`config.mk`:
```
export PLATFORM = sky130hd
export DESIGN_NAME = deque_with_value_search_top
export DESIGN_NICKNAME = d
export VERILOG_FILES = /design/src/sv/dqvs_pkg.sv /design/src/sv/dqvs_ctrl.sv /design/src/sv/dqvs_datapath.sv /design/src/sv/deque_with_value_search_top.sv
export VERILOG_INCLUDE_DIRS = /design/src /design/src/sv
export SDC_FILE = /design/constraint.sdc
export NUM_CORES = 1
export LEC_CHECK = 0
export CORE_UTILIZATION = 60
export CTS_CLUSTER_DIAMETER = 120
export DETAILED_ROUTE_END_ITERATION = 8
export DONT_BUFFER_PORTS = 1
export GPL_ROUTABILITY_DRIVEN = 0
export PLACE_DENSITY = 0.76
export SLEW_MARGIN = 40
export SYNTH_ARGS = -nofsm -noshare
export SYNTH_HDL_FRONTEND = slang
export SYNTH_SLANG_ARGS = --single-unit
```
`constraint.sdc`:
```
create_clock -name clk -period 6.6 [get_ports clk]
set_input_delay 0.99 -clock clk [delete_from_list [all_inputs] [get_ports clk]]
set_output_delay 0.99 -clock clk [all_outputs]
set_load 0.005 [all_outputs]
```
`src/sv/assert_macros.svh`:
```
// Assertion macros used by the datapath RTL of the deque block.
`ifndef ASSERT_MACROS_SVH
`define ASSERT_MACROS_SVH

// Same-cycle implication, checked on clk, off during rst
`define ASSERT_IMPL(lbl, ante, cons, msg) \
  lbl: assert property (@(posedge clk) disable iff (rst) (ante) |-> (cons)) else $error(msg);

// Next-cycle implication, checked on clk, off during rst
`define ASSERT_NEXT(lbl, ante, cons, msg) \
  lbl: assert property (@(posedge clk) disable iff (rst) (ante) |=> (cons)) else $error(msg);

`endif

```
`src/sv/dqvs_pkg.sv`:
```
// Shared types, constants and ring-index helpers of the deque with value search.
package dqvs_pkg;

  localparam int DEPTH     = 16;
  localparam int IDX_W     = (DEPTH > 1) ? $clog2(DEPTH) : 1;
  localparam int CNT_W     = $clog2(DEPTH + 1);
  localparam int REQ_W     = 3;
  localparam int VAL_W     = 32;
  localparam int ST_W      = 2;
  localparam int POS_W     = 4;
  localparam int CNTO_W    = 5;
  localparam int POS_XW    = (IDX_W > POS_W) ? IDX_W : POS_W;
  localparam int CNT_XW    = (CNT_W > CNTO_W) ? CNT_W : CNTO_W;
  localparam int MDATA_W   = ((VAL_W + POS_W + CNTO_W + 7) / 8) * 8;
  localparam int MPAD_W    = MDATA_W - (VAL_W + POS_W + CNTO_W);

  // popped value reported for an empty queue
  localparam logic [VAL_W-1:0] EMPTY_MARK = 32'hFFFF_D8F1;

  typedef enum logic [REQ_W-1:0] {
    REQ_PUSH_TAIL = 3'd0,
    REQ_PUSH_HEAD = 3'd1,
    REQ_POP_HEAD  = 3'd2,
    REQ_POP_TAIL  = 3'd3,
    REQ_FIND      = 3'd4
  } req_t;

  typedef enum logic [ST_W-1:0] {
    ST_OK       = 2'd0,
    ST_EMPTY    = 2'd1,
    ST_FULL     = 2'd2,
    ST_NOTFOUND = 2'd3
  } status_t;

  // controller -> datapath
  typedef struct packed {
    logic take;      // latch the input beat
    logic exec;      // run the request against the ring
    logic rd_done;   // pop read data is valid
    logic scan;      // one search step
    logic load_out;  // move the result into the output register
  } cmd_t;

  // datapath -> controller
  typedef struct packed {
    req_t req;
    logic empty;
    logic hit;
    logic scan_end;
    logic out_free;
  } sts_t;

  function automatic logic [IDX_W-1:0] ring_next(input logic [IDX_W-1:0] i);
    ring_next = (i == IDX_W'(DEPTH - 1)) ? '0 : i + 1'b1;
  endfunction

  function automatic logic [IDX_W-1:0] ring_prev(input logic [IDX_W-1:0] i);
    ring_prev = (i == '0) ? IDX_W'(DEPTH - 1) : i - 1'b1;
  endfunction

endpackage

```
`src/sv/dqvs_ctrl.sv`:
```
// Request sequencer of the deque: steps each beat through execute, a read or scan step where needed, and output.
module dqvs_ctrl (
  input  logic          clk,
  input  logic          rst,
  input  logic          s_tvalid,
  output logic          s_tready,
  input  dqvs_pkg::sts_t sts,
  output dqvs_pkg::cmd_t cmd
);

  typedef enum logic [2:0] {
    S_IDLE,
    S_EXEC,
    S_RDWAIT,
    S_SCAN,
    S_DONE
  } state_t;

  state_t state;
  state_t state_next;

  // next state
  always_comb begin
    state_next = state;
    case (state)
      S_IDLE: begin
        if (s_tvalid) state_next = S_EXEC;
      end
      S_EXEC: begin
        case (sts.req)
          dqvs_pkg::REQ_POP_HEAD, dqvs_pkg::REQ_POP_TAIL: begin
            state_next = sts.empty ? S_DONE : S_RDWAIT;
          end
          dqvs_pkg::REQ_FIND: begin
            state_next = sts.empty ? S_DONE : S_SCAN;
          end
          default: state_next = S_DONE;
        endcase
      end
      S_RDWAIT: state_next = S_DONE;
      S_SCAN: begin
        if (sts.hit || sts.scan_end) state_next = S_DONE;
      end
      S_DONE: begin
        if (sts.out_free) state_next = S_IDLE;
      end
      default: state_next = S_IDLE;
    endcase
  end

  // commands decoded from state
  always_comb begin
    s_tready     = (state == S_IDLE);
    cmd.take     = (state == S_IDLE) && s_tvalid;
    cmd.exec     = (state == S_EXEC);
    cmd.rd_done  = (state == S_RDWAIT);
    cmd.scan     = (state == S_SCAN);
    cmd.load_out = (state == S_DONE) && sts.out_free;
  end

  always_ff @(posedge clk) begin
    if (rst) begin
      state <= S_IDLE;
    end else begin
      state <= state_next;
    end
  end

endmodule

```
`src/sv/dqvs_datapath.sv`:
```
// Ring store, head/tail/count registers, search compare and output register of the deque.
`include "assert_macros.svh"

module dqvs_datapath (
  input  logic                                 clk,
  input  logic                                 rst,
  input  dqvs_pkg::cmd_t                       cmd,
  output dqvs_pkg::sts_t                       sts,
  input  logic [dqvs_pkg::VAL_W-1:0]           s_tdata,
  input  logic [dqvs_pkg::REQ_W-1:0]           s_tuser,
  output logic                                 m_tvalid,
  input  logic                                 m_tready,
  output logic [dqvs_pkg::MDATA_W-1:0]         m_tdata,
  output logic [dqvs_pkg::ST_W-1:0]            m_tuser
);

  // request latch
  dqvs_pkg::req_t                  req_q;
  logic [dqvs_pkg::VAL_W-1:0]      val_q;

  // ring state
  logic [dqvs_pkg::VAL_W-1:0]      mem [dqvs_pkg::DEPTH];
  logic [dqvs_pkg::VAL_W-1:0]      rd_data;
  logic [dqvs_pkg::IDX_W-1:0]      head;
  logic [dqvs_pkg::IDX_W-1:0]      tail;
  logic [dqvs_pkg::CNT_W-1:0]      count;

  // search state
  logic [dqvs_pkg::IDX_W-1:0]      k;
  logic [dqvs_pkg::IDX_W-1:0]      slot;

  // result and output register
  dqvs_pkg::status_t               res_status;
  logic [dqvs_pkg::VAL_W-1:0]      res_value;
  logic [dqvs_pkg::IDX_W-1:0]      res_pos;
  logic [dqvs_pkg::ST_W-1:0]       out_status;
  logic [dqvs_pkg::VAL_W-1:0]      out_value;
  logic [dqvs_pkg::POS_W-1:0]      out_pos;
  logic [dqvs_pkg::CNTO_W-1:0]     out_count;

  logic                            full;
  logic                            empty;
  logic                            hit;
  logic                            scan_end;
  logic                            mem_we;
  logic                            mem_re;
  logic [dqvs_pkg::IDX_W-1:0]      wr_addr;
  logic [dqvs_pkg::IDX_W-1:0]      rd_addr;
  logic [dqvs_pkg::POS_XW-1:0]     pos_x;
  logic [dqvs_pkg::CNT_XW-1:0]     cnt_x;

  assign full     = (count == dqvs_pkg::CNT_W'(dqvs_pkg::DEPTH));
  assign empty    = (count == '0);
  assign hit      = (rd_data == val_q);
  assign scan_end = ((dqvs_pkg::CNT_W'(k) + 1'b1) == count);

  assign sts.req      = req_q;
  assign sts.empty    = empty;
  assign sts.hit      = hit;
  assign sts.scan_end = scan_end;
  assign sts.out_free = !m_tvalid || m_tready;

  // single write and single read port address select
  always_comb begin
    mem_we  = 1'b0;
    mem_re  = 1'b0;
    wr_addr = tail;
    rd_addr = head;
    if (cmd.exec) begin
      case (req_q)
        dqvs_pkg::REQ_PUSH_TAIL: begin
          mem_we  = !full;
          wr_addr = tail;
        end
        dqvs_pkg::REQ_PUSH_HEAD: begin
          mem_we  = !full;
          wr_addr = dqvs_pkg::ring_prev(head);
        end
        dqvs_pkg::REQ_POP_HEAD: begin
          mem_re  = !empty;
          rd_addr = head;
        end
        dqvs_pkg::REQ_POP_TAIL: begin
          mem_re  = !empty;
          rd_addr = dqvs_pkg::ring_prev(tail);
        end
        dqvs_pkg::REQ_FIND: begin
          mem_re  = !empty;
          rd_addr = head;
        end
        default: begin
          mem_we = 1'b0;
        end
      endcase
    end else if (cmd.scan) begin
      mem_re  = !hit && !scan_end;
      rd_addr = slot;
    end
  end

  // ring store
  always_ff @(posedge clk) begin
    if (mem_we) mem[wr_addr] <= val_q;
    if (mem_re) rd_data <= mem[rd_addr];
  end

  // request latch, pointers and result
  always_ff @(posedge clk) begin
    if (rst) begin
      head  <= '0;
      tail  <= '0;
      count <= '0;
    end else begin
      if (cmd.take) begin
        req_q <= dqvs_pkg::req_t'(s_tuser);
        val_q <= s_tdata;
      end
      if (cmd.exec) begin
        res_status <= dqvs_pkg::ST_OK;
        res_value  <= '0;
        res_pos    <= '0;
        case (req_q)
          dqvs_pkg::REQ_PUSH_TAIL: begin
            if (full) begin
              res_status <= dqvs_pkg::ST_FULL;
            end else begin
              tail  <= dqvs_pkg::ring_next(tail);
              count <= count + 1'b1;
            end
          end
          dqvs_pkg::REQ_PUSH_HEAD: begin
            if (full) begin
              res_status <= dqvs_pkg::ST_FULL;
            end else begin
              head  <= dqvs_pkg::ring_prev(head);
              count <= count + 1'b1;
            end
          end
          dqvs_pkg::REQ_POP_HEAD: begin
            if (empty) begin
              res_status <= dqvs_pkg::ST_EMPTY;
              res_value  <= dqvs_pkg::EMPTY_MARK;
            end else begin
              head  <= dqvs_pkg::ring_next(head);
              count <= count - 1'b1;
            end
          end
          dqvs_pkg::REQ_POP_TAIL: begin
            if (empty) begin
              res_status <= dqvs_pkg::ST_EMPTY;
              res_value  <= dqvs_pkg::EMPTY_MARK;
            end else begin
              tail  <= dqvs_pkg::ring_prev(tail);
              count <= count - 1'b1;
            end
          end
          dqvs_pkg::REQ_FIND: begin
            res_status <= dqvs_pkg::ST_NOTFOUND;
            k          <= '0;
            slot       <= dqvs_pkg::ring_next(head);
          end
          default: begin
            res_status <= dqvs_pkg::ST_OK;
          end
        endcase
      end
      // pop data returns in the cycle after the read
      if (cmd.rd_done) res_value <= rd_data;
      // search: compare entry k, else fetch the next slot
      if (cmd.scan) begin
        if (hit) begin
          res_status <= dqvs_pkg::ST_OK;
          res_pos    <= k;
        end else if (!scan_end) begin
          k    <= k + 1'b1;
          slot <= dqvs_pkg::ring_next(slot);
        end
      end
    end
  end

  // output register, masked to field widths
  assign pos_x = dqvs_pkg::POS_XW'(res_pos);
  assign cnt_x = dqvs_pkg::CNT_XW'(count);

  always_ff @(posedge clk) begin
    if (rst) begin
      m_tvalid <= 1'b0;
    end else begin
      if (cmd.load_out) begin
        m_tvalid   <= 1'b1;
        out_status <= res_status;
        out_value  <= res_value;
        out_pos    <= pos_x[dqvs_pkg::POS_W-1:0];
        out_count  <= cnt_x[dqvs_pkg::CNTO_W-1:0];
      end else if (m_tready) begin
        m_tvalid <= 1'b0;
      end
    end
  end

  assign m_tdata = {{dqvs_pkg::MPAD_W{1'b0}}, out_count, out_pos, out_value};
  assign m_tuser = out_status;

  `ASSERT_IMPL(a_count_max, 1'b1, count <= dqvs_pkg::CNT_W'(dqvs_pkg::DEPTH), "count above depth")
  `ASSERT_IMPL(a_ring_wrap, (empty || full), head == tail, "head and tail differ when empty or full")
  `ASSERT_IMPL(a_scan_range, cmd.scan, dqvs_pkg::CNT_W'(k) < count, "search index past count")
  `ASSERT_IMPL(a_load_free, cmd.load_out, (!m_tvalid || m_tready), "result overwrites waiting beat")

endmodule

```
`src/sv/deque_with_value_search_top.sv`:
```
// Top level of the bounded double-ended queue with value search.
// One request at a time: a push runs execute then output, a pop adds a read step
// between them, and a find adds a search that the single read port of the ring store
// paces, walking one entry per cycle from the head. A new request is accepted while
// the previous result still waits in the output register. s_tuser carries the request
// type, m_tuser the status.
module deque_with_value_search_top (
  input  logic                          clk,
  input  logic                          rst,
  input  logic                          s_tvalid,
  output logic                          s_tready,
  input  logic [dqvs_pkg::VAL_W-1:0]    s_tdata,   // [31:0] value_in
  input  logic [dqvs_pkg::REQ_W-1:0]    s_tuser,   // [2:0] req_type
  output logic                          m_tvalid,
  input  logic                          m_tready,
  output logic [dqvs_pkg::MDATA_W-1:0]  m_tdata,   // [31:0] value_out, [35:32] position,
                                                   // [40:36] count_out, rest zero
  output logic [dqvs_pkg::ST_W-1:0]     m_tuser    // [1:0] status
);

  dqvs_pkg::cmd_t cmd;
  dqvs_pkg::sts_t sts;

  dqvs_ctrl u_ctrl (
    .clk      (clk),
    .rst      (rst),
    .s_tvalid (s_tvalid),
    .s_tready (s_tready),
    .sts      (sts),
    .cmd      (cmd)
  );

  dqvs_datapath u_dp (
    .clk      (clk),
    .rst      (rst),
    .cmd      (cmd),
    .sts      (sts),
    .s_tdata  (s_tdata),
    .s_tuser  (s_tuser),
    .m_tvalid (m_tvalid),
    .m_tready (m_tready),
    .m_tdata  (m_tdata),
    .m_tuser  (m_tuser)
  );

endmodule

```
==> results.toml <==
[timing]
max_freq_mhz = 241.6
setup_viol = 0
worst_slew_pin_slew_ns = 0.8747
slew_headroom = 0.4169
finalCritPeriodShare = 0.6271
slew_viol_final = 0
period_minus_slack_ns = 4.139
tns_ns = 0
rsz0062_at_grt = "no"
finClkSkew_ns = 0.02872
hold_viol = 0

[logic_synthesis]
synth-edff-count = 668
synth_top_area_share = 0.7234
yosysMostFrequentCell = "edfxtp_1"
synth_flop_cell = "edfxtp_1"
synth_area_leaders = "edfxtp_1, mux2i_1, a2111oi_0, a211oi_1, and3_1"
synth_cell_type_count = 62
ys_seq_area_frac = 0.7357
yosys_warnings = 0
synth_cells = 1707
async_flop_share = 0
netlist_area_um2 = 27730
synth.ff_latch_count = 685
yosysTopAreaCell = "edfxtp_1"
ys_top_cells_by_count = "edfxtp_1, mux2i_1, a211oi_1"
syn_area_per_cell_um2 = 16.24

[cells_and_area]
multi_input_area_um2 = 6829
fillers = 2876
antenna_cells = 0
fin_cells = 2332
final_util = 0.6704
synthToLayoutAreaGrowth_pct = 9.954
register_area_um2 = 20400
final_net_count = 1728
drive_gt1_frac = 0.1016

[worst_setup_path]
rr_endpoint = "u_dp.rd_data[30]$_DFFE_PP_"
reg2reg_slack_ns = 2.46
critPathLaunchType = "register"
critical_path_arrival_ns = 4.45
max_stage_delay_ns = 0.85
critPathMaxFanout = 67
crit_chain = "inv_1, ha_1, or4_4, nand2_8, buf_4, mux2i_1, a2111oi_0, or4_1"
reg2reg_depth = 8
r2r_start = "u_dp.tail[0]$_SDFFE_PP0P_"
required_ns = 6.91
critical_path_buf_inv_count = 2
crit_family = "simple AND/OR/NAND/NOR gates"
crit_path_top_delay_cell = "or4_4"
cp-end-kind = "register"
worstSetupPathType = "reg -> reg"

[route]
ant_nets = 0
num_vias = 15750
routed_wirelength_um = 64120
viasPerCell = 6.753
drtIter0Drc = 1895
remaining_drc_errors = 0
wl_per_cell_um = 27.50
first_pass_iters = 5

[clocking]
post_cts_buffers = 0
cts-buffers-inserted = 67
clk_latency_ns = 0.60
cts_tree = "done"
clock_path_buffers = 3
cts.root.buffer_cell = "clkbuf_16"
clkTransAtPathRegs_ns = 0.06
numClockSinks = 685
cts_resized = 0
hold_buffers = 0
cts_max_level = 3

[global_route]
grt_util_met2 = 0.4384
grt_max_degree = 134
gr-total-overflow = 0
grt_pass1_vias = 15370
grt_pass1_wl_um = 95480
met1_usage = 0.3754
grt.busiest_layer = "met2"
grt_util_met3 = 0.05185
antenna_found_initial = 0
gr-usage-all-layers = 0.2738

[placement]
port_buffers = 0
post-dp-hpwl_um = 33450
dp.cells = 2209

[floorplan]
dieWidth_um = 217.0
die_y_um = 217.0
coreArea_um2 = 45480
ios = 91
placementRows = 78
initial_utilization = 0.6097
fp.dieArea_um2 = 47080

[run_status]
outcome = "finished, final reports clean"

[power]
p_leak_nw = 9.738
ir_drop_uv = 228.6
p_per_area_nw_per_um2 = 298.6

[hold_path]
whs_path_depth = 0
hold_end = "u_dp.out_value[11]$_DFFE_PP_"
hp-start = "u_dp.res_value[11]$_DFFE_PP_"
min_path_type = "reg -> reg"

[job]
maxCapViolations = 0
==> per-stage QoR <==
step           power [mW]  cell area, um^2  hold slack (ns)  setup WS, ns
2_1_floorplan       5.365            27750           0.4003         1.942
3_3_place_gp        5.483            28320           0.4027         2.367
3_5_place_dp        5.513            28350           0.4045         2.239
4_1_cts             9.139            30440           0.4190         2.204
5_1_grt             9.352            30490           0.4214         2.262
6_report            9.104            30490           0.4182         2.461
==> cell type report <==
type                    count  share of cell area
clock inverters            37            0.009808
repair buffers             36             0.01129
multi-input cells         870              0.2240
inverters                  19            0.002339
flip-flops and latches    685              0.6691
clock buffers              85             0.05889
well taps                 600             0.02462
==> placed cells by master (no fill, tap or decap), types with 3 or more instances in the layout <==
cell,Yosys,routed
clkbuf_16,0,68
mux2_2,5,5
conb_1,1,7
clkbuf_8,0,3
nor3_1,8,5
nand4_1,11,11
bufinv_16,0,4
a2111oi_0,128,128
clkinv_1,0,15
nand3_1,5,5
and3_1,131,130
a31oi_1,3,3
xnor2_1,41,41
buf_4,21,30
o21ai_0,12,12
or3_1,4,4
clkbuf_1,88,14
nor2b_1,3,3
nand2_1,30,28
xor2_1,6,6
buf_12,0,4
dfxtp_1,17,17
edfxtp_1,668,668
inv_6,0,5
or4_1,34,34
inv_1,19,19
a21o_1,28,28
ha_1,9,9
a31o_2,4,4
nand2b_1,5,5
mux2i_1,144,144
clkinv_2,0,11
a21oi_1,20,20
or2_2,3,3
nor2_4,0,16
a211oi_1,135,134
and2_1,8,8
nor3_2,0,3
nor2_1,48,31
==> worst max path at each step <==
stage / startpoint / endpoint / slack, ns / cells past startpoint
after floorplan: rst / u_dp.m_tuser[0]$_DFFE_PP_ / 1.94 / 2
after global placement: u_dp.tail[0]$_SDFFE_PP0P_ / u_dp.rd_data[29]$_DFFE_PP_ / 2.37 / 8
after detailed placement: u_dp.tail[0]$_SDFFE_PP0P_ / u_dp.rd_data[30]$_DFFE_PP_ / 2.24 / 8
after CTS: u_dp.tail[0]$_SDFFE_PP0P_ / u_dp.rd_data[30]$_DFFE_PP_ / 2.20 / 8
after global routing: u_dp.tail[0]$_SDFFE_PP0P_ / u_dp.rd_data[30]$_DFFE_PP_ / 2.26 / 8
final: u_dp.tail[0]$_SDFFE_PP0P_ / u_dp.rd_data[30]$_DFFE_PP_ / 2.46 / 8
==> report_power, final <==
group	switching, mW	leakage, nW	internal [mW]
registers	0.0926	6.18	4.86
clock network	1.58	1.03	2.09
logic	0.310	2.53	0.169
==> logic make-up after synthesis <==
kind of cell	count (synthesis)	synth area share
buffers and inverters	158	0.02707
adders and majority gates	10	0.004783
DFF	685	0.7357
muxes	149	0.05401
xor gates and xnor gates	47	0.01485
and+or+nand+nor	300	0.06272
other	1	0.0001352
AOI/OAI and AO/OA	357	0.1008
==> state kept, by name (all words and copies together) (netlist names), 5 cells and up <==
register	cells
u_dp.rd_data	32
u_dp.val_q	32
u_dp.out_count	5
u_dp.cnt_x	5
u_dp.res_value	32
u_dp.mem	512
u_dp.out_value	32
==> layer usage <==
| metal | share of wire | wire length [um] | vias up |
|---|---|---|---|
| met1 | 0.40 | 25330 | 7919 |
| met5 | 0 | 0 | - |
| met3 | 0.088 | 5655 | 141 |
| li1 | - | - | 6881 |
| met2 | 0.49 | 31120 | 807 |
| met4 | 0.031 | 2011 | 0 |
==> worst register-to-register path, stage by stage (launching register included) <==
cell	delay, ns
dfxtp_1	0.41
inv_1	0.14
ha_1	0.35
or4_4	0.85
nand2_8	0.56
buf_4	0.57
mux2i_1	0.29
a2111oi_0	0.13
or4_1	0.56
Note: power is estimated with default switching activity, not from simulation.
